File: src/rtl/core/lldq_pkg.sv
// Shared types and codes for the linked list deque with cursor.
package lldq_pkg;

	// Operation codes carried on the command channel
	typedef enum logic [3:0] {
		OP_PUSH_FRONT = 4'd0,
		OP_APPEND     = 4'd1,
		OP_POP_FRONT  = 4'd2,
		OP_POP_BACK   = 4'd3,
		OP_REWIND     = 4'd4,
		OP_NEXT       = 4'd5,
		OP_GET        = 4'd6,
		OP_REMOVE     = 4'd7,
		OP_CLEAR      = 4'd8
	} op_t;

	// Result status codes
	typedef enum logic [2:0] {
		ST_OK        = 3'd0,
		ST_EMPTY     = 3'd1,
		ST_FULL      = 3'd2,
		ST_NO_CURSOR = 3'd3,
		ST_ENDED     = 3'd4
	} status_t;

	// Sequencer states: wait for a command, then execute on the read data
	typedef enum logic {
		SEQ_IDLE = 1'b0,
		SEQ_EXEC = 1'b1
	} seq_t;

endpackage

File: src/rtl/core/lldq_if.sv
// Command and response channel interfaces of the deque.
interface lldq_cmd_if #(
	parameter int DATA_WIDTH = 32
);
	logic                  valid;
	logic                  ready;
	logic [3:0]            opcode;
	logic [DATA_WIDTH-1:0] payload_in;

	modport source (output valid, output opcode, output payload_in, input ready);
	modport sink   (input valid, input opcode, input payload_in, output ready);
endinterface

interface lldq_rsp_if #(
	parameter int DATA_WIDTH = 32,
	parameter int COUNT_WIDTH = 5
);
	logic                   valid;
	logic                   ready;
	logic [2:0]             status;
	logic [DATA_WIDTH-1:0]  payload_out;
	logic [COUNT_WIDTH-1:0] element_count;
	logic                   cursor_valid;

	modport source (output valid, output status, output payload_out,
		output element_count, output cursor_valid, input ready);
	modport sink   (input valid, input status, input payload_out,
		input element_count, input cursor_valid, output ready);
endinterface

File: src/rtl/core/lldq_ram.sv
// Simple dual-port synchronous RAM with registered read data.
module lldq_ram #(
	parameter int DEPTH = 16,
	parameter int WIDTH = 8,
	localparam int AW = (DEPTH > 1) ? $clog2(DEPTH) : 1
) (
	input  logic             clk,
	input  logic             we,
	input  logic [AW-1:0]    waddr,
	input  logic [WIDTH-1:0] wdata,
	input  logic             re,
	input  logic [AW-1:0]    raddr,
	output logic [WIDTH-1:0] rdata
);

	logic [WIDTH-1:0] mem [DEPTH];
	logic [WIDTH-1:0] rdata_q;

	// Write port
	always_ff @(posedge clk) begin
		if (we) begin
			mem[waddr] <= wdata;
		end
	end

	// Read port, registered read data, held between reads
	always_ff @(posedge clk) begin
		if (re) begin
			rdata_q <= mem[raddr];
		end
	end

	assign rdata = rdata_q;

endmodule

File: src/rtl/core/linked_list_deque_with_cursor_unit.sv
// Bounded doubly linked deque with one cursor, held in node memories.
//
// Usage: one command per transfer on cmd (opcode, payload_in); each command
// gives exactly one response transfer on rsp (status, payload_out,
// element_count, cursor_valid), in command order.
// Timing: at the transfer the command is captured and the node payload,
// next link, prev link and free stack memories are read (registered read
// data); the execute step then updates the links and registers and loads
// the response register once it is free. A new command is taken only after
// the execute step of the previous one, as cmd.ready is low until then.
// cmd.ready is high whenever the sequencer is idle, so a command is taken
// while the previous response still waits in the output register.
// Stall: if rsp is stalled, the execute step holds until the output
// register is free; nothing is dropped and state does not change.
// Reset: arst_n empties the list and invalidates the cursor at once. Free
// nodes are tracked by a fill mark plus a stack of returned nodes, so no
// clearing pass is needed and the block accepts a command right after reset.
// Clear works the same way in a single command.
module linked_list_deque_with_cursor_unit #(
	parameter int NODE_COUNT = 16,
	parameter int DATA_WIDTH = 32,
	localparam int AW = (NODE_COUNT > 1) ? $clog2(NODE_COUNT) : 1,
	localparam int CW = $clog2(NODE_COUNT + 1)
) (
	input  logic       clk,
	input  logic       arst_n,
	lldq_cmd_if.sink   cmd,
	lldq_rsp_if.source rsp
);

	localparam logic [CW-1:0] FULL_CNT = CW'(NODE_COUNT);

	// Sequencer and list registers
	lldq_pkg::seq_t        state_q, state_d;
	logic [3:0]            op_s1;
	logic [DATA_WIDTH-1:0] word_s1;
	logic [AW-1:0]         head_q, head_d;
	logic [AW-1:0]         tail_q, tail_d;
	logic [AW-1:0]         cur_q, cur_d;
	logic                  cv_q, cv_d;
	logic [CW-1:0]         cnt_q, cnt_d;
	logic [CW-1:0]         sc_q, sc_d;
	logic [CW-1:0]         fresh_q, fresh_d;

	// Response register
	logic                  out_v_q;
	logic [2:0]            out_st_q;
	logic [DATA_WIDTH-1:0] out_pay_q;
	logic [CW-1:0]         out_cnt_q;
	logic                  out_cv_q;

	// Memory ports
	logic                  cmd_xfer, exec_go;
	logic [AW-1:0]         node_ra, free_ra;
	logic [CW-1:0]         sc_m1;
	logic [DATA_WIDTH-1:0] rd_pay;
	logic [AW-1:0]         rd_next, rd_prev, rd_free;
	logic                  pay_we, nxt_we, prv_we, fs_we;
	logic [AW-1:0]         pay_wa, nxt_wa, prv_wa;
	logic [DATA_WIDTH-1:0] pay_wd;
	logic [AW-1:0]         nxt_wd, prv_wd;

	// Execute results
	lldq_pkg::status_t     st_d;
	logic [DATA_WIDTH-1:0] pay_d;
	logic [AW-1:0]         n_alloc, n_end;

	assign cmd.ready = (state_q == lldq_pkg::SEQ_IDLE);
	assign cmd_xfer  = cmd.valid && cmd.ready;
	assign exec_go   = (state_q == lldq_pkg::SEQ_EXEC) && (!out_v_q || rsp.ready);

	// Read addresses chosen from the incoming opcode
	always_comb begin
		case (cmd.opcode)
			lldq_pkg::OP_POP_FRONT: node_ra = head_q;
			lldq_pkg::OP_POP_BACK:  node_ra = tail_q;
			default:                node_ra = cur_q;
		endcase
	end

	assign sc_m1   = sc_q - CW'(1);
	assign free_ra = sc_m1[AW-1:0];

	lldq_ram #(.DEPTH(NODE_COUNT), .WIDTH(DATA_WIDTH)) u_pay_ram (
		.clk(clk), .we(pay_we), .waddr(pay_wa), .wdata(pay_wd),
		.re(cmd_xfer), .raddr(node_ra), .rdata(rd_pay)
	);

	lldq_ram #(.DEPTH(NODE_COUNT), .WIDTH(AW)) u_next_ram (
		.clk(clk), .we(nxt_we), .waddr(nxt_wa), .wdata(nxt_wd),
		.re(cmd_xfer), .raddr(node_ra), .rdata(rd_next)
	);

	lldq_ram #(.DEPTH(NODE_COUNT), .WIDTH(AW)) u_prev_ram (
		.clk(clk), .we(prv_we), .waddr(prv_wa), .wdata(prv_wd),
		.re(cmd_xfer), .raddr(node_ra), .rdata(rd_prev)
	);

	lldq_ram #(.DEPTH(NODE_COUNT), .WIDTH(AW)) u_free_ram (
		.clk(clk), .we(fs_we), .waddr(sc_q[AW-1:0]), .wdata(n_end),
		.re(cmd_xfer), .raddr(free_ra), .rdata(rd_free)
	);

	// Node taken from the free pool: returned stack first, then fresh slots
	assign n_alloc = (sc_q != '0) ? rd_free : fresh_q[AW-1:0];

	// Execute step: next state, link updates and response
	always_comb begin
		state_d = state_q;
		head_d  = head_q;
		tail_d  = tail_q;
		cur_d   = cur_q;
		cv_d    = cv_q;
		cnt_d   = cnt_q;
		sc_d    = sc_q;
		fresh_d = fresh_q;
		st_d    = lldq_pkg::ST_OK;
		pay_d   = '0;
		pay_we  = 1'b0;
		pay_wa  = n_alloc;
		pay_wd  = word_s1;
		nxt_we  = 1'b0;
		nxt_wa  = n_alloc;
		nxt_wd  = head_q;
		prv_we  = 1'b0;
		prv_wa  = head_q;
		prv_wd  = n_alloc;
		fs_we   = 1'b0;
		n_end   = (op_s1 == lldq_pkg::OP_POP_BACK) ? tail_q : head_q;

		if (cmd_xfer) begin
			state_d = lldq_pkg::SEQ_EXEC;
		end

		if (exec_go) begin
			state_d = lldq_pkg::SEQ_IDLE;
			case (op_s1)
				lldq_pkg::OP_PUSH_FRONT, lldq_pkg::OP_APPEND: begin
					if (cnt_q == FULL_CNT) begin
						st_d = lldq_pkg::ST_FULL;
					end else begin
						pay_we = 1'b1;
						if (cnt_q == '0) begin
							head_d = n_alloc;
							tail_d = n_alloc;
						end else if (op_s1 == lldq_pkg::OP_PUSH_FRONT) begin
							// new node points forward at the old head
							nxt_we = 1'b1;
							nxt_wa = n_alloc;
							nxt_wd = head_q;
							prv_we = 1'b1;
							prv_wa = head_q;
							prv_wd = n_alloc;
							head_d = n_alloc;
						end else begin
							// new node points back at the old tail
							prv_we = 1'b1;
							prv_wa = n_alloc;
							prv_wd = tail_q;
							nxt_we = 1'b1;
							nxt_wa = tail_q;
							nxt_wd = n_alloc;
							tail_d = n_alloc;
						end
						if (sc_q != '0) begin
							sc_d = sc_q - CW'(1);
						end else begin
							fresh_d = fresh_q + CW'(1);
						end
						cnt_d = cnt_q + CW'(1);
					end
				end
				lldq_pkg::OP_POP_FRONT, lldq_pkg::OP_POP_BACK: begin
					if (cnt_q == '0) begin
						st_d = lldq_pkg::ST_EMPTY;
					end else begin
						pay_d = rd_pay;
						if (cnt_q != CW'(1)) begin
							if (op_s1 == lldq_pkg::OP_POP_FRONT) begin
								head_d = rd_next;
							end else begin
								tail_d = rd_prev;
							end
						end
						if (cv_q && (cur_q == n_end)) begin
							cv_d = 1'b0;
						end
						fs_we = 1'b1;
						sc_d  = sc_q + CW'(1);
						cnt_d = cnt_q - CW'(1);
					end
				end
				lldq_pkg::OP_REWIND: begin
					cur_d = head_q;
					cv_d  = (cnt_q != '0);
				end
				lldq_pkg::OP_NEXT: begin
					if (!cv_q) begin
						st_d = lldq_pkg::ST_NO_CURSOR;
					end else if (cur_q == tail_q) begin
						cv_d = 1'b0;
						st_d = lldq_pkg::ST_ENDED;
					end else begin
						cur_d = rd_next;
					end
				end
				lldq_pkg::OP_GET: begin
					if (!cv_q) begin
						st_d = lldq_pkg::ST_NO_CURSOR;
					end else begin
						pay_d = rd_pay;
					end
				end
				lldq_pkg::OP_REMOVE: begin
					n_end = cur_q;
					if (!cv_q) begin
						st_d = lldq_pkg::ST_NO_CURSOR;
					end else begin
						if (cnt_q == CW'(1)) begin
							cv_d = 1'b0;
							st_d = lldq_pkg::ST_ENDED;
						end else if (cur_q == head_q) begin
							head_d = rd_next;
							cur_d  = rd_next;
						end else if (cur_q == tail_q) begin
							tail_d = rd_prev;
							cur_d  = rd_prev;
						end else begin
							// splice the neighbours together
							nxt_we = 1'b1;
							nxt_wa = rd_prev;
							nxt_wd = rd_next;
							prv_we = 1'b1;
							prv_wa = rd_next;
							prv_wd = rd_prev;
							cur_d  = rd_next;
						end
						fs_we = 1'b1;
						sc_d  = sc_q + CW'(1);
						cnt_d = cnt_q - CW'(1);
					end
				end
				lldq_pkg::OP_CLEAR: begin
					cnt_d   = '0;
					sc_d    = '0;
					fresh_d = '0;
					cv_d    = 1'b0;
				end
				default: begin
				end
			endcase
		end
	end

	// Sequencer state
	always_ff @(posedge clk or negedge arst_n) begin
		if (!arst_n) begin
			state_q <= lldq_pkg::SEQ_IDLE;
		end else begin
			state_q <= state_d;
		end
	end

	// Command capture
	always_ff @(posedge clk) begin
		if (cmd_xfer) begin
			op_s1   <= cmd.opcode;
			word_s1 <= cmd.payload_in;
		end
	end

	// List registers
	always_ff @(posedge clk or negedge arst_n) begin
		if (!arst_n) begin
			head_q  <= '0;
			tail_q  <= '0;
			cur_q   <= '0;
			cv_q    <= 1'b0;
			cnt_q   <= '0;
			sc_q    <= '0;
			fresh_q <= '0;
		end else begin
			head_q  <= head_d;
			tail_q  <= tail_d;
			cur_q   <= cur_d;
			cv_q    <= cv_d;
			cnt_q   <= cnt_d;
			sc_q    <= sc_d;
			fresh_q <= fresh_d;
		end
	end

	// Response register valid
	always_ff @(posedge clk or negedge arst_n) begin
		if (!arst_n) begin
			out_v_q <= 1'b0;
		end else if (exec_go) begin
			out_v_q <= 1'b1;
		end else if (rsp.ready) begin
			out_v_q <= 1'b0;
		end
	end

	// Response register payload
	always_ff @(posedge clk) begin
		if (exec_go) begin
			out_st_q  <= st_d;
			out_pay_q <= pay_d;
			out_cnt_q <= cnt_d;
			out_cv_q  <= cv_d;
		end
	end

	assign rsp.valid         = out_v_q;
	assign rsp.status        = out_st_q;
	assign rsp.payload_out   = out_pay_q;
	assign rsp.element_count = out_cnt_q;
	assign rsp.cursor_valid  = out_cv_q;

	// Every node is either live, on the returned stack or not yet handed out
	a_pool_balance: assert property (@(posedge clk) disable iff (!arst_n)
		({1'b0, sc_q} + {1'b0, cnt_q}) == {1'b0, fresh_q})
		else $error("free pool accounting broken");

	// List never holds more than its node count
	a_count_bound: assert property (@(posedge clk) disable iff (!arst_n)
		cnt_q <= FULL_CNT)
		else $error("element count beyond node count");

	// A valid cursor needs a non-empty list
	a_cursor_live: assert property (@(posedge clk) disable iff (!arst_n)
		cv_q |-> (cnt_q != '0))
		else $error("cursor valid on empty list");

	// A command transfer is always followed by the execute step
	a_exec_follows: assert property (@(posedge clk) disable iff (!arst_n)
		cmd_xfer |=> (state_q == lldq_pkg::SEQ_EXEC) && !cmd.ready)
		else $error("command not executed after transfer");

endmodule
File: src/flat_wrapper.sv
// flat-port wrapper written by rule: the top's interface ports become plain ports
module linked_list_deque_with_cursor_unit_flat 
#(
	parameter int NODE_COUNT = 16,
	parameter int DATA_WIDTH = 32,
	localparam int AW = (NODE_COUNT > 1) ? $clog2(NODE_COUNT) : 1,
	localparam int CW = $clog2(NODE_COUNT + 1)
)
  (clk, arst_n, cmd_valid, cmd_opcode, cmd_payload_in, cmd_ready, rsp_valid, rsp_status, rsp_payload_out, rsp_element_count, rsp_cursor_valid, rsp_ready);
  lldq_cmd_if #(.DATA_WIDTH(DATA_WIDTH)) cmd_i ();
  lldq_rsp_if #(.DATA_WIDTH(DATA_WIDTH)) rsp_i ();
  input  logic clk;
  input  logic arst_n;
  input wire logic [$bits(cmd_i.valid)-1:0] cmd_valid;
  input wire logic [$bits(cmd_i.opcode)-1:0] cmd_opcode;
  input wire logic [$bits(cmd_i.payload_in)-1:0] cmd_payload_in;
  output wire logic [$bits(cmd_i.ready)-1:0] cmd_ready;
  output wire logic [$bits(rsp_i.valid)-1:0] rsp_valid;
  output wire logic [$bits(rsp_i.status)-1:0] rsp_status;
  output wire logic [$bits(rsp_i.payload_out)-1:0] rsp_payload_out;
  output wire logic [$bits(rsp_i.element_count)-1:0] rsp_element_count;
  output wire logic [$bits(rsp_i.cursor_valid)-1:0] rsp_cursor_valid;
  input wire logic [$bits(rsp_i.ready)-1:0] rsp_ready;
  assign cmd_i.valid = cmd_valid;
  assign cmd_i.opcode = cmd_opcode;
  assign cmd_i.payload_in = cmd_payload_in;
  assign cmd_ready = cmd_i.ready;
  assign rsp_valid = rsp_i.valid;
  assign rsp_status = rsp_i.status;
  assign rsp_payload_out = rsp_i.payload_out;
  assign rsp_element_count = rsp_i.element_count;
  assign rsp_cursor_valid = rsp_i.cursor_valid;
  assign rsp_i.ready = rsp_ready;
  linked_list_deque_with_cursor_unit #(.NODE_COUNT(NODE_COUNT), .DATA_WIDTH(DATA_WIDTH)) u_core (.clk(clk), .arst_n(arst_n), .cmd(cmd_i), .rsp(rsp_i));
endmodule
File: config.mk
export PLATFORM = sky130hd
export DESIGN_NAME = linked_list_deque_with_cursor_unit_flat
export DESIGN_NICKNAME = d
export VERILOG_FILES = /design/src/rtl/core/lldq_pkg.sv /design/src/rtl/core/lldq_if.sv /design/src/rtl/core/lldq_ram.sv /design/src/rtl/core/linked_list_deque_with_cursor_unit.sv /design/src/flat_wrapper.sv
export SDC_FILE = /design/constraint.sdc
export NUM_CORES = 1
export LEC_CHECK = 0
export BUFFER_PORTS_ARGS = -buffer_cell sky130_fd_sc_hd__buf_4
export CORE_MARGIN = 4
export CORE_UTILIZATION = 40
export CTS_BUF_LIST = sky130_fd_sc_hd__clkbuf_8 sky130_fd_sc_hd__clkbuf_16
export CTS_CLUSTER_SIZE = 8
export DETAILED_ROUTE_END_ITERATION = 10
export PLACE_DENSITY_LB_ADDON = 0.3
export SYNTH_ARGS = -nofsm -noshare
export SYNTH_HDL_FRONTEND = slang
export SYNTH_SLANG_ARGS = --single-unit
File: constraint.sdc
create_clock -name clk -period 8.4 [get_ports clk]
set_input_delay 1.68 -clock clk [delete_from_list [all_inputs] [get_ports clk]]
set_output_delay 1.68 -clock clk [all_outputs]
set_load 0.01 [all_outputs]
==> results of run 1 <==
critical path: stages:
cell,delay [ns]
buf_4,0.07
nand2b_1,0.15
nand2_1,0.22
inv_2,0.10
buf_4,0.68
nand2_1,0.43
a211oi_1,0.34
a221o_2,0.63
nor4bb_1,0.81
synthesized netlist by cell type (14+ instances only):
cell	n	area share, %
clkbuf_1	37	0.41
o21ai_0	50	0.74
dfrtp_1	29	2.1
o21ai_1	23	0.34
nand2_1	48	0.53
nor2_1	53	0.59
a21oi_1	23	0.34
and2_1	33	0.61
edfxtp_1	825	73
mux4_2	180	12
buf_2	38	0.56
nor3_1	14	0.21
inv_1	15	0.17
a22oi_1	45	1.0
mux2i_1	72	2.1
area by class of cell:
cell class / instances / share of cell area, %
Clock buffer: 116 / 7.41
Clock inverter: 52 / 0.942
Inverter: 15 / 0.144
Multi-Input combinational cell: 709 / 20.4
Sequential cell: 854 / 65.1
Tap cell: 1134 / 3.62
Timing Repair Buffer: 119 / 2.35
power breakdown:
part / internal, uW / total [uW] / switching [uW]
registers: 5370 / 5720 / 349
logic: 1480 / 3560 / 2080
clock network: 2450 / 4150 / 1690
logic make-up (layout without fill, tap and decap cells):
family | count (synthesis) | in the layout | synth area share (%)
AO/OA/AOI/OAI | 185 | 185 | 3.62
XOR/XNOR | 17 | 17 | 0.463
adder cells (fa/ha/maj) | 10 | 10 | 0.371
buffers and inverters | 106 | 302 | 1.44
flip-flops | 854 | 854 | 75.5
multiplexers | 256 | 256 | 14.3
AND/OR/NAND/NOR | 241 | 241 | 4.32
per-layer routing:
metal	vias to the layer above	global-route usage [%]	routed length (um)	part of all wire, %
li1	7168	-	-	-
met4	0	4.67	1790	2.4
met5	-	0	0	0
met1	8815	23.7	32700	43
met3	134	3.59	4880	6.4
met2	606	27.1	36600	48
registers in the layout, summed over array words and instances (netlist names), 5 cells and up:
| signal | cells |
|---|---|
| u_core.cnt_q | 5 |
| u_core.pay_wd | 32 |
| u_core.rsp.element_count | 5 |
| u_core.rsp.payload_out | 32 |
| u_core.sc_q | 5 |
| u_core.u_free_ram.mem | 64 |
| u_core.u_next_ram.mem | 64 |
| u_core.u_pay_ram.mem | 512 |
| u_core.u_pay_ram.rdata | 32 |
| u_core.u_prev_ram.mem | 64 |
path summary, 6_finish.rpt:
check | from | end | slack, ns
setup / recovery | rsp_ready | u_core.u_prev_ram.mem[12][3]$_DFFE_PP_ | 3.53
hold reg to reg | u_core.u_pay_ram.rdata[27]$_DFFE_PP_ | u_core.rsp.payload_out[27]$_DFFE_PP_ | 0.51
setup reg to reg | u_core.sc_q[0]$_DFFE_PN0P_ | u_core.u_prev_ram.mem[12][3]$_DFFE_PP_ | 3.58
max in group asynchronous | arst_n | u_core.cur_q[2]$_DFFE_PN0P_ | 7.16
hold / removal | u_core.u_pay_ram.rdata[27]$_DFFE_PP_ | u_core.rsp.payload_out[27]$_DFFE_PP_ | 0.51
min in group asynchronous | arst_n | u_core.sc_q[0]$_DFFE_PN0P_ | 0.94
through the flow:
step / hold WS [ns] / setup WS, ns / power (uW) / cells
global placement: 0.494 / 3.03 / 9350 / 2831
global route: 0.528 / 3.16 / 14100 / 2999
floorplan: 0.452 / 2.69 / 8150 / 1669
CTS: 0.512 / 3.47 / 13600 / 2999
finish: 0.506 / 3.53 / 13400 / 2999
detailed placement: 0.504 / 2.91 / 9400 / 2831
==> metrics.md, run 1 <==
| Metric | Value |
|---|---|
| Async S/R FF share, synth | `3.40%` |
| Final instance area | `between 30000 and 40000 sq um` |
| Cts repair resizes | `0` |
| Seq cells post-synth | `approximately 850` |
| Clock Latency Late Sink | `0.68 ns` |
| Vias in the first global route | `17.4k` |
| Hold Path Class | `reg2reg` |
| CTS clk-pin slew, worst paths | `about 0.050 ns` |
| H-Tree Level Count | `3` |
| Syn nets | `1719` |
| Initial antenna violation count | `0` |
| Achievable clock frequency | `205 MHz` |
| Initial Util | `approximately 40%` |
| # IOs | `83` |
| Die Ht | `about 300 um` |
| Crit path capture type | `register` |
| First-pass GRT wire length | `~110000 um` |
| Die ar. | `89100 sq um` |
| Placed Area | `~36000 sq um` |
| Clk_skew | `0.0397 ns` |
| Final period util | `a little under 60%` |
| Postcts setup bufs | `0` |
| Port Buf Inserts | `a little over 80` |
| Cts bufs inserted | `about 120` |
| Clock root cell | `clkbuf_16` |
| Max-Cap Viols | `0` |
| Clock tree from TritonCTS | `built` |
| Drt drc | `0` |
| Commonest cells after routing, fill and taps aside | `825 x edfxtp_1, 180 x mux4_2, 117 x buf_4` |
| Slew @ Worst Pin | `1.15 ns` |
| Worst Path Required | `just under 9 ns` |
| Setup crit start kind | `input port` |
| Most common cell after layout, fill and taps aside | `edfxtp_1` |
| Worst vdd ir | `slightly above 300 uV` |
| Total gr overflow | `0` |
| Tmin final | `4.87 ns` |
| TritonCTS Sinks | `approximately 850` |
| Hold depth | `1` |
| Max Fanout on Critical Path | `a little over 50` |
| Seq. cell area | `~25000 sq um` |
| Die Wd | `299 um` |
| CTS Buffer Depth | `3` |
| Slew Limit Fails | `0` |
| Register area share after synthesis | `around three quarters` |
| Vias/cell | `about 5.6` |
| Worst endpoint data arrival time | `roughly 5.2 ns` |
| ANT cells | `0` |
| Reg2reg path depth | `8` |
| Placer congestion estimate | `0.797` |
| Detail Placement HPWL | `between 40000 and 50000 um` |
| Final setup viols | `0` |
| Starting DRT DRC Count | `approximately 1.5k` |
| Post-synth cell types | `between 70 and 80` |
| Area growth syn-to-layout | `16.0%` |
| Filler cells | `roughly 7k` |
| End-of-flow core utilization | `between 40% and 50%` |
| Cell Area, Synth | `33800 sq um` |
| Synthesis Warnings | `0` |
| Largest net degree at the start of global routing | `~160` |
| P_leak | `approximately 0.013 uW` |
| DR pass1 iterations | `7` |
| Mean Syn Cell Area | `roughly 20 sq um` |
| RSZ-0062 raised after global routing | `false` |
| # nets final | `1865` |
| Synthesized instance count | `around 1.7k` |
| Detailed Route WL | `76000 um` |
| PwrDens | `between 300 and 400 nW/um^2` |
| Share of cells above drive strength 1 | `between 20 and 30%` |
| Sum of negative setup slack | `0 ns` |
| Area occupied by multi-input gates | `roughly 8000 sq um` |
| Core ar. | `83700 sq um` |
| Hold-fix buffers, CTS | `0` |
| Status | `finished clean` |
| DRT antenna net count | `0` |
| Final hold vios | `0` |
| Synth Flop Type | `edfxtp_1` |
| Total track usage | `about 17%` |
| Routed WL per cell | `around 25 um` |
| Core Rows | `106` |
| Max-slew headroom | `22.9%` |
| Total number of vias | `roughly 17k` |
| Post-synth EDFFs | `between 800 and 900` |
| Crit path kind | `in2reg` |
Note: power is estimated with default switching activity, not from simulation.
==> run 2, diff against run 1 <==
==> constraint.sdc (replaced) <==
create_clock -name clk -period 4.05 [get_ports clk]
set_input_delay 0.81 -clock clk [delete_from_list [all_inputs] [get_ports clk]]
set_output_delay 0.81 -clock clk [all_outputs]
set_load 0.01 [all_outputs]
==> run 2 against run 1 <==
Compared with the run above:
- utilization increased by 0.66 points
- largest power group unchanged
- first-iteration DRC count decreased by 3.6%
- sequential cell count unchanged
- routed wire length decreased by 1.5%
- register-to-register slack got worse by 3.1 ns
- largest cell class unchanged
- final area increased by 1.4%
- critical path depth decreased by 4
- global-route usage decreased by 0.17 points
- combinational power increased by 110%
- power increased by 110%
- sequential share of layout area decreased by 0.90 points
==> metrics.md, run 2 (synthesis results as in run 1) <==
| Metric | Value |
|---|---|
| DRT antenna net count | `0` |
| Total track usage | `16.8%` |
| RSZ-0062 raised after global routing | `false` |
| CTS Buffer Depth | `3` |
| Max-slew headroom | `between 40% and 50%` |
| PwrDens | `slightly above 700 nW/um^2` |
| Crit path kind | `reg2reg` |
| Tmin final | `roughly 3.6 ns` |
| Slew Limit Fails | `0` |
| Flop2flop setup slack | `roughly 0.46 ns` |
| # IOs | `83` |
| Core ar. | `83700 sq um` |
| TritonCTS Sinks | `about 850` |
| Placed Area | `36500 sq um` |
| Max FFs per register | `~510` |
| Cts repair resizes | `0` |
| Detailed Route WL | `between 70000 and 80000 um` |
| Detail Placement HPWL | `between 40000 and 50000 um` |
| Setup crit start kind | `register` |
| # nets final | `approximately 1.9k` |
| Initial antenna violation count | `2` |
| Commonest cells after routing, fill and taps aside | `825 x edfxtp_1, 180 x mux4_2, 139 x buf_4` |
| CTS clk-pin slew, worst paths | `around 0.06 ns` |
| Clock root cell | `clkbuf_16` |
| Achievable clock frequency | `between 200 and 300 MHz` |
| Internal power | `approximately 19000 uW` |
| Hold Path Class | `in2async` |
| Clock power share | `between 30% and 40%` |
| Slew @ Worst Pin | `between 0.8 and 0.9 ns` |
| Reg2reg path depth | `5` |
| P_leak | `~0.013 uW` |
| Final instance area | `39700 sq um` |
| Drt drc | `0` |
| Status | `finished clean` |
| H-Tree Level Count | `3` |
| Most common cell after layout, fill and taps aside | `edfxtp_1` |
| Filler cells | `slightly below 7k` |
| Placer congestion estimate | `0.818` |
| Die Ht | `between 200 and 300 um` |
| Comb power frac | `between 20% and 30%` |
| Total number of vias | `~17k` |
| Die ar. | `a little under 90000 sq um` |
| Max-Cap Viols | `0` |
| Clk_skew | `0.0501 ns` |
| Starting DRT DRC Count | `1403` |
| ANT cells | `0` |
| End-of-flow core utilization | `between 40 and 50%` |
| CP Launch Point | `u_core.op_s1[3]$_DFFE_PP_` |
| Clock tree from TritonCTS | `built` |
| Final setup viols | `0` |
| Clock Latency Late Sink | `0.69 ns` |
| Postcts setup bufs | `0` |
| PnR worst setup slack | `roughly 0.46 ns` |
| Sum of negative setup slack | `0 ns` |
| Final hold vios | `0` |
| Max Fanout on Critical Path | `22` |
| Biggest register | `u_core.u_pay_ram.mem` |
| Share of cells above drive strength 1 | `27.7%` |
| Die Wd | `between 200 and 300 um` |
| Port Buf Inserts | `82` |
| Reg2reg start | `u_core.op_s1[3]$_DFFE_PP_` |
| Switch share | `30.4%` |
| Core Rows | `around 110` |
| Vias in the first global route | `approximately 18k` |
| Crit path capture type | `register` |
| Worst endpoint data arrival time | `about 3.9 ns` |
| First-pass GRT wire length | `approximately 110000 um` |
| Switching power total | `~8500 uW` |
| Area growth syn-to-layout | `17.6%` |
| FF-to-FF End | `u_core.u_prev_ram.mem[2][3]$_DFFE_PP_` |
| Initial Util | `40.4%` |
| Final period util | `between 80% and 90%` |
| Hold-fix buffers, CTS | `0` |
| DP Worst Slack | `about 0.32 ns` |
| Worst vdd ir | `463 uV` |
| Worst Path Required | `around 4.4 ns` |
| Total gr overflow | `0` |
| Cts bufs inserted | `between 100 and 150` |
| Largest net degree at the start of global routing | `44` |
| Sequential share of power | `between 40% and 50%` |
| Vias/cell | `between 5 and 6` |
| Routed WL per cell | `around 25 um` |
| DR pass1 iterations | `6` |
==> run 2: worst max path at each step <==
stage	cells past startpoint	slack [ns]	to
after floorplan	9	0.11	u_core.u_pay_ram.mem[0][0]$_DFFE_PP_
after global placement	8	0.33	u_core.u_pay_ram.rdata[15]$_DFFE_PP_
after detailed placement	8	0.32	u_core.u_pay_ram.rdata[18]$_DFFE_PP_
after CTS	5	0.52	u_core.u_prev_ram.mem[2][3]$_DFFE_PP_
after global routing	10	0.34	u_core.u_next_ram.mem[10][0]$_DFFE_PP_
final	5	0.46	u_core.u_prev_ram.mem[2][3]$_DFFE_PP_
==> run 2: layout make-up <==
type                            instances  area, sq um  share of cell area (%)
Timing Repair Buffer                  161         1480                    3.74
Sequential cell                       854        25500                    64.2
Tap cell                             1134         1420                    3.57
Clock buffer                          117         2930                    7.37
Multi-Input combinational cell        709         8000                    20.1
Inverter                               15         56.3                   0.142
Clock inverter                         45          328                   0.825
==> run 2: worst max-delay path, cell delays in order, from the launching register on <==
cell and delay (ns):
edfxtp_1 0.63, and4b_1 0.53, nand3_2 0.20, nor4_2 0.63, a221o_2 0.64, nor4b_2 0.57
==> run 2: power by group through the flow <==
stage	combinational [uW]	clock, uW	sequential (uW)
floorplan	5210	0	11700
global placement	7540	0	12000
detailed placement	7620	0	12000
CTS	7650	8820	11800
global route	8170	9250	11900
finish	7540	8620	11900
==> run 2: layer usage <==
metal  wire length (um)  GRT usage (%)  share of wire [%]  up-vias
met4               1480           4.44                2.0        0
met1              32600           23.5                 44     8884
met5                  0              0                  0        -
met3               4320           3.12                5.8      113
li1                   -              -                  -     7262
met2              36400           27.2                 49      555
==> run 2: through the flow <==
| stage | std cells | hold slack (ns) | power (uW) |
|---|---|---|---|
| 6_report | 3035 | 0.0624 | 28000 |
| 5_1_grt | 3035 | 0.0653 | 29300 |
| 4_1_cts | 3035 | 0.0364 | 28300 |
| 3_5_place_dp | 2873 | 0.505 | 19600 |
| 3_3_place_gp | 2873 | 0.493 | 19500 |
| 2_1_floorplan | 1669 | 0.451 | 16900 |
==> run 3, diff against run 2 <==
--- a/config.mk
+++ b/config.mk
@@ -5,6 +5,7 @@
 export SDC_FILE = /design/constraint.sdc
 export NUM_CORES = 1
 export LEC_CHECK = 0
+export ABC_AREA = 1
 export BUFFER_PORTS_ARGS = -buffer_cell sky130_fd_sc_hd__buf_4
 export CORE_MARGIN = 4
 export CORE_UTILIZATION = 40
==> run 3 against run 2 <==
Compared with the run above:
- combinational power increased by 9.8%
- clock power about the same
- setup slack improved by 0.35 ns
==> metrics.md, run 3 <==
| Metric | Value |
|---|---|
| Biggest register | `u_core.u_pay_ram.mem` |
| Register area share after synthesis | `between 70% and 80%` |
| Commonest cells after routing, fill and taps aside | `825 x edfxtp_1, 524 x nand2_1, 447 x inv_1` |
| Core ar. | `88500 sq um` |
| Core Rows | `about 110` |
| Area leader, netlist | `edfxtp_1` |
| Max Fanout on Critical Path | `12` |
| Buf+Inv Stages, Crit Path | `1` |
| First-pass GRT wire length | `128000 um` |
| Total gr overflow | `0` |
| H-Tree Level Count | `3` |
| Post-Synth Adder-Cell Area | `less than 1%` |
| Async S/R FF share, synth | `roughly 3.4%` |
| # IOs | `83` |
| CTS clk-pin slew, worst paths | `around 0.05 ns` |
| Syn nets | `~3.0k` |
| Simple-gate area share of the yosys netlist | `between 10% and 20%` |
| Achievable clock frequency | `approximately 300 MHz` |
| Slew @ Worst Pin | `0.952 ns` |
| CTS Buffer Depth | `3` |
| Total number of vias | `about 22k` |
| Crit-path cells | `inv_1, nand2_1, nand2_1, nor2_1, nand2_1, nand3_2, nand2_1, nand3_1, nand2_1, nand2_1, nand2_1, nand3_1, nor2_1` |
| Cts repair resizes | `0` |
| Die Ht | `roughly 310 um` |
| Hold-fix buffers, CTS | `0` |
| Starting DRT DRC Count | `1759` |
| ANT cells | `0` |
| Worst vdd ir | `around 600 uV` |
| Crit path kind | `reg2reg` |
| Post-synth cell types | `47` |
| Synthesis Warnings | `0` |
| Hold Path Class | `in2async` |
| P_leak | `around 0.015 uW` |
| Cts bufs inserted | `117` |
| Setup crit start kind | `register` |
| Status | `finished clean` |
| TritonCTS Sinks | `between 800 and 900` |
| Post-synthesis xor/xnor area fraction | `0.294%` |
| Most frequent CP cell | `nand2_1` |
| Total track usage | `17.7%` |
| Share of cells above drive strength 1 | `a little over a tenth` |
| Largest family of logic cells by synthesized area | `simple AND/OR/NAND/NOR gates` |
| Cell Area, Synth | `roughly 36000 sq um` |
| Routed WL per cell | `19.8 um` |
| Tmin final | `between 3 and 4 ns` |
| Clock root cell | `clkbuf_16` |
| Top area cells in the synthesized netlist | `edfxtp_1 69%, o211ai_1 7.0%, nand2_1 5.5%` |
| Final setup viols | `0` |
| Vias/cell | `roughly 5.2` |
| Top cells by count, synth | `825 x edfxtp_1, 524 x nand2_1, 430 x inv_1, 332 x o211ai_1, 274 x nand3_1` |
| Yosys top cell area share | `just under 70%` |
| Sum of negative setup slack | `0 ns` |
| DRT antenna net count | `0` |
| PnR worst setup slack | `slightly above 0.8 ns` |
| Top delay family on crit path | `simple AND/OR/NAND/NOR gates` |
| RSZ-0062 raised after global routing | `false` |
| Mean Syn Cell Area | `12.1 sq um` |
| Max-slew headroom | `between 30% and 40%` |
| Clock Latency Late Sink | `0.72 ns` |
| Crit path capture type | `register` |
| Die ar. | `about 94000 sq um` |
| Post-synthesis mux area share | `0.140%` |
| Seq cells post-synth | `854` |
| # nets final | `3106` |
| CP max stage delay | `~0.41 ns` |
| Largest net degree at the start of global routing | `around 170` |
| CP Launch Point | `u_core.head_q[1]$_DFFE_PN0P_` |
| DP Worst Slack | `0.663 ns` |
| Initial Util | `roughly two fifths` |
| Synthesized instance count | `around 3k` |
| Final hold vios | `0` |
| Initial antenna violation count | `0` |
| Clk_skew | `approximately 0.083 ns` |
| Slowest library cell on the worst path | `dfrtp_1` |
| Final period util | `between 70 and 80%` |
| Worst endpoint data arrival time | `3.55 ns` |
| Synth Flop Type | `edfxtp_1` |
| Drt drc | `0` |
| Detailed Route WL | `between 80000 and 90000 um` |
| PwrDens | `692 nW/um^2` |
| Worst Path Required | `about 4.4 ns` |
| Most common cell after layout, fill and taps aside | `edfxtp_1` |
| Port Buf Inserts | `82` |
| Placer congestion estimate | `roughly 0.84` |
| Post-synth EDFFs | `about 830` |
| Max-Cap Viols | `0` |
| Slew Limit Fails | `0` |
| Count leader, synth | `edfxtp_1` |
| Postcts setup bufs | `0` |
| Compound-Gate Fraction of Synth Area | `9.25%` |
| Die Wd | `307 um` |
| Clock tree from TritonCTS | `built` |
| Reg2reg start | `u_core.head_q[1]$_DFFE_PN0P_` |
| Area growth syn-to-layout | `15.4%` |
| Max FFs per register | `512` |
| Detail Placement HPWL | `approximately 47000 um` |
| DR pass1 iterations | `5` |
| Vias in the first global route | `around 21k` |
==> run 3: cell types whose count changed after synthesis, sizes merged, moves of 13 or more <==
| cell | delta |
|---|---|
| mux2i | -67 |
| inv | +424 |
| nor2 | +128 |
| buf | +47 |
| nor4b | -13 |
| nand3 | +264 |
| mux4 | -180 |
| o211ai | +332 |
| clkbuf | +16 |
| nand2 | +480 |
| and2 | -33 |
| a22oi | -45 |
==> run 3: area by class of cell <==
class | count | area (sq um)
inverters | 440 | 1660
fillers | 7761 | 47200
clock inverters | 29 | 294
clock buffers | 118 | 2940
multi-input cells | 1497 | 8040
flip-flops and latches | 854 | 25500
repair buffers | 146 | 1410
well taps | 1165 | 1460
==> run 3: cell families (layout without fill, tap and decap cells) <==
kind of cell	Yosys count	in the layout
and+or+nand+nor	1004	1004
DFF	854	854
buffers and inverters	594	733
AOI/OAI and AO/OA	466	466
xor gates and xnor gates	12	12
adders and majority gates	10	10
muxes	5	5
==> run 3: final timing paths <==
kind,endpoint,slack [ns],cells past startpoint
setup / recovery,u_core.u_prev_ram.mem[10][1]$_DFFE_PP_,0.81,13
max in group asynchronous,u_core.head_q[0]$_DFFE_PN0P_,3.63,1
hold / removal,u_core.sc_q[2]$_DFFE_PN0P_,0.07,1
min in group clk,u_core.pay_wd[20]$_DFFE_PP_,0.27,1
hold reg to reg,u_core.cv_q$_DFF_PN0_,0.50,2
setup reg to reg,u_core.u_prev_ram.mem[10][1]$_DFFE_PP_,0.81,13
==> run 3: where the power goes <==
group	leakage (uW)	switching (uW)	total [uW]	internal (uW)
clock network	0.00164	3520	8640	5120
registers	0.00785	522	11700	11100
logic	0.00569	5810	8280	2470
total	0.0152	9850	28600	18700
==> run 3: stage by stage <==
step | util (%) | area (sq um) | total power (uW) | cells | hold WS (ns)
after detailed placement | 43.0 | 38100 | 20100 | 4102 | 0.491
final | 46.7 | 41300 | 28600 | 4249 | 0.0687
after global placement | 43.0 | 38100 | 20100 | 4102 | 0.488
after floorplan | - | 35800 | 17200 | 2945 | 0.457
after CTS | 46.7 | 41300 | 28900 | 4249 | 0.0508
after global routing | 46.7 | 41300 | 30200 | 4249 | 0.0701
==> run 3: per-layer routing <==
layer	vias up	global-route usage [%]	part of all wire, %
li1	10600	-	-
met1	10800	23.8	44
met2	617	29.9	48
met3	162	2.75	5.3
met4	0	5.43	2.6
met5	-	0	0
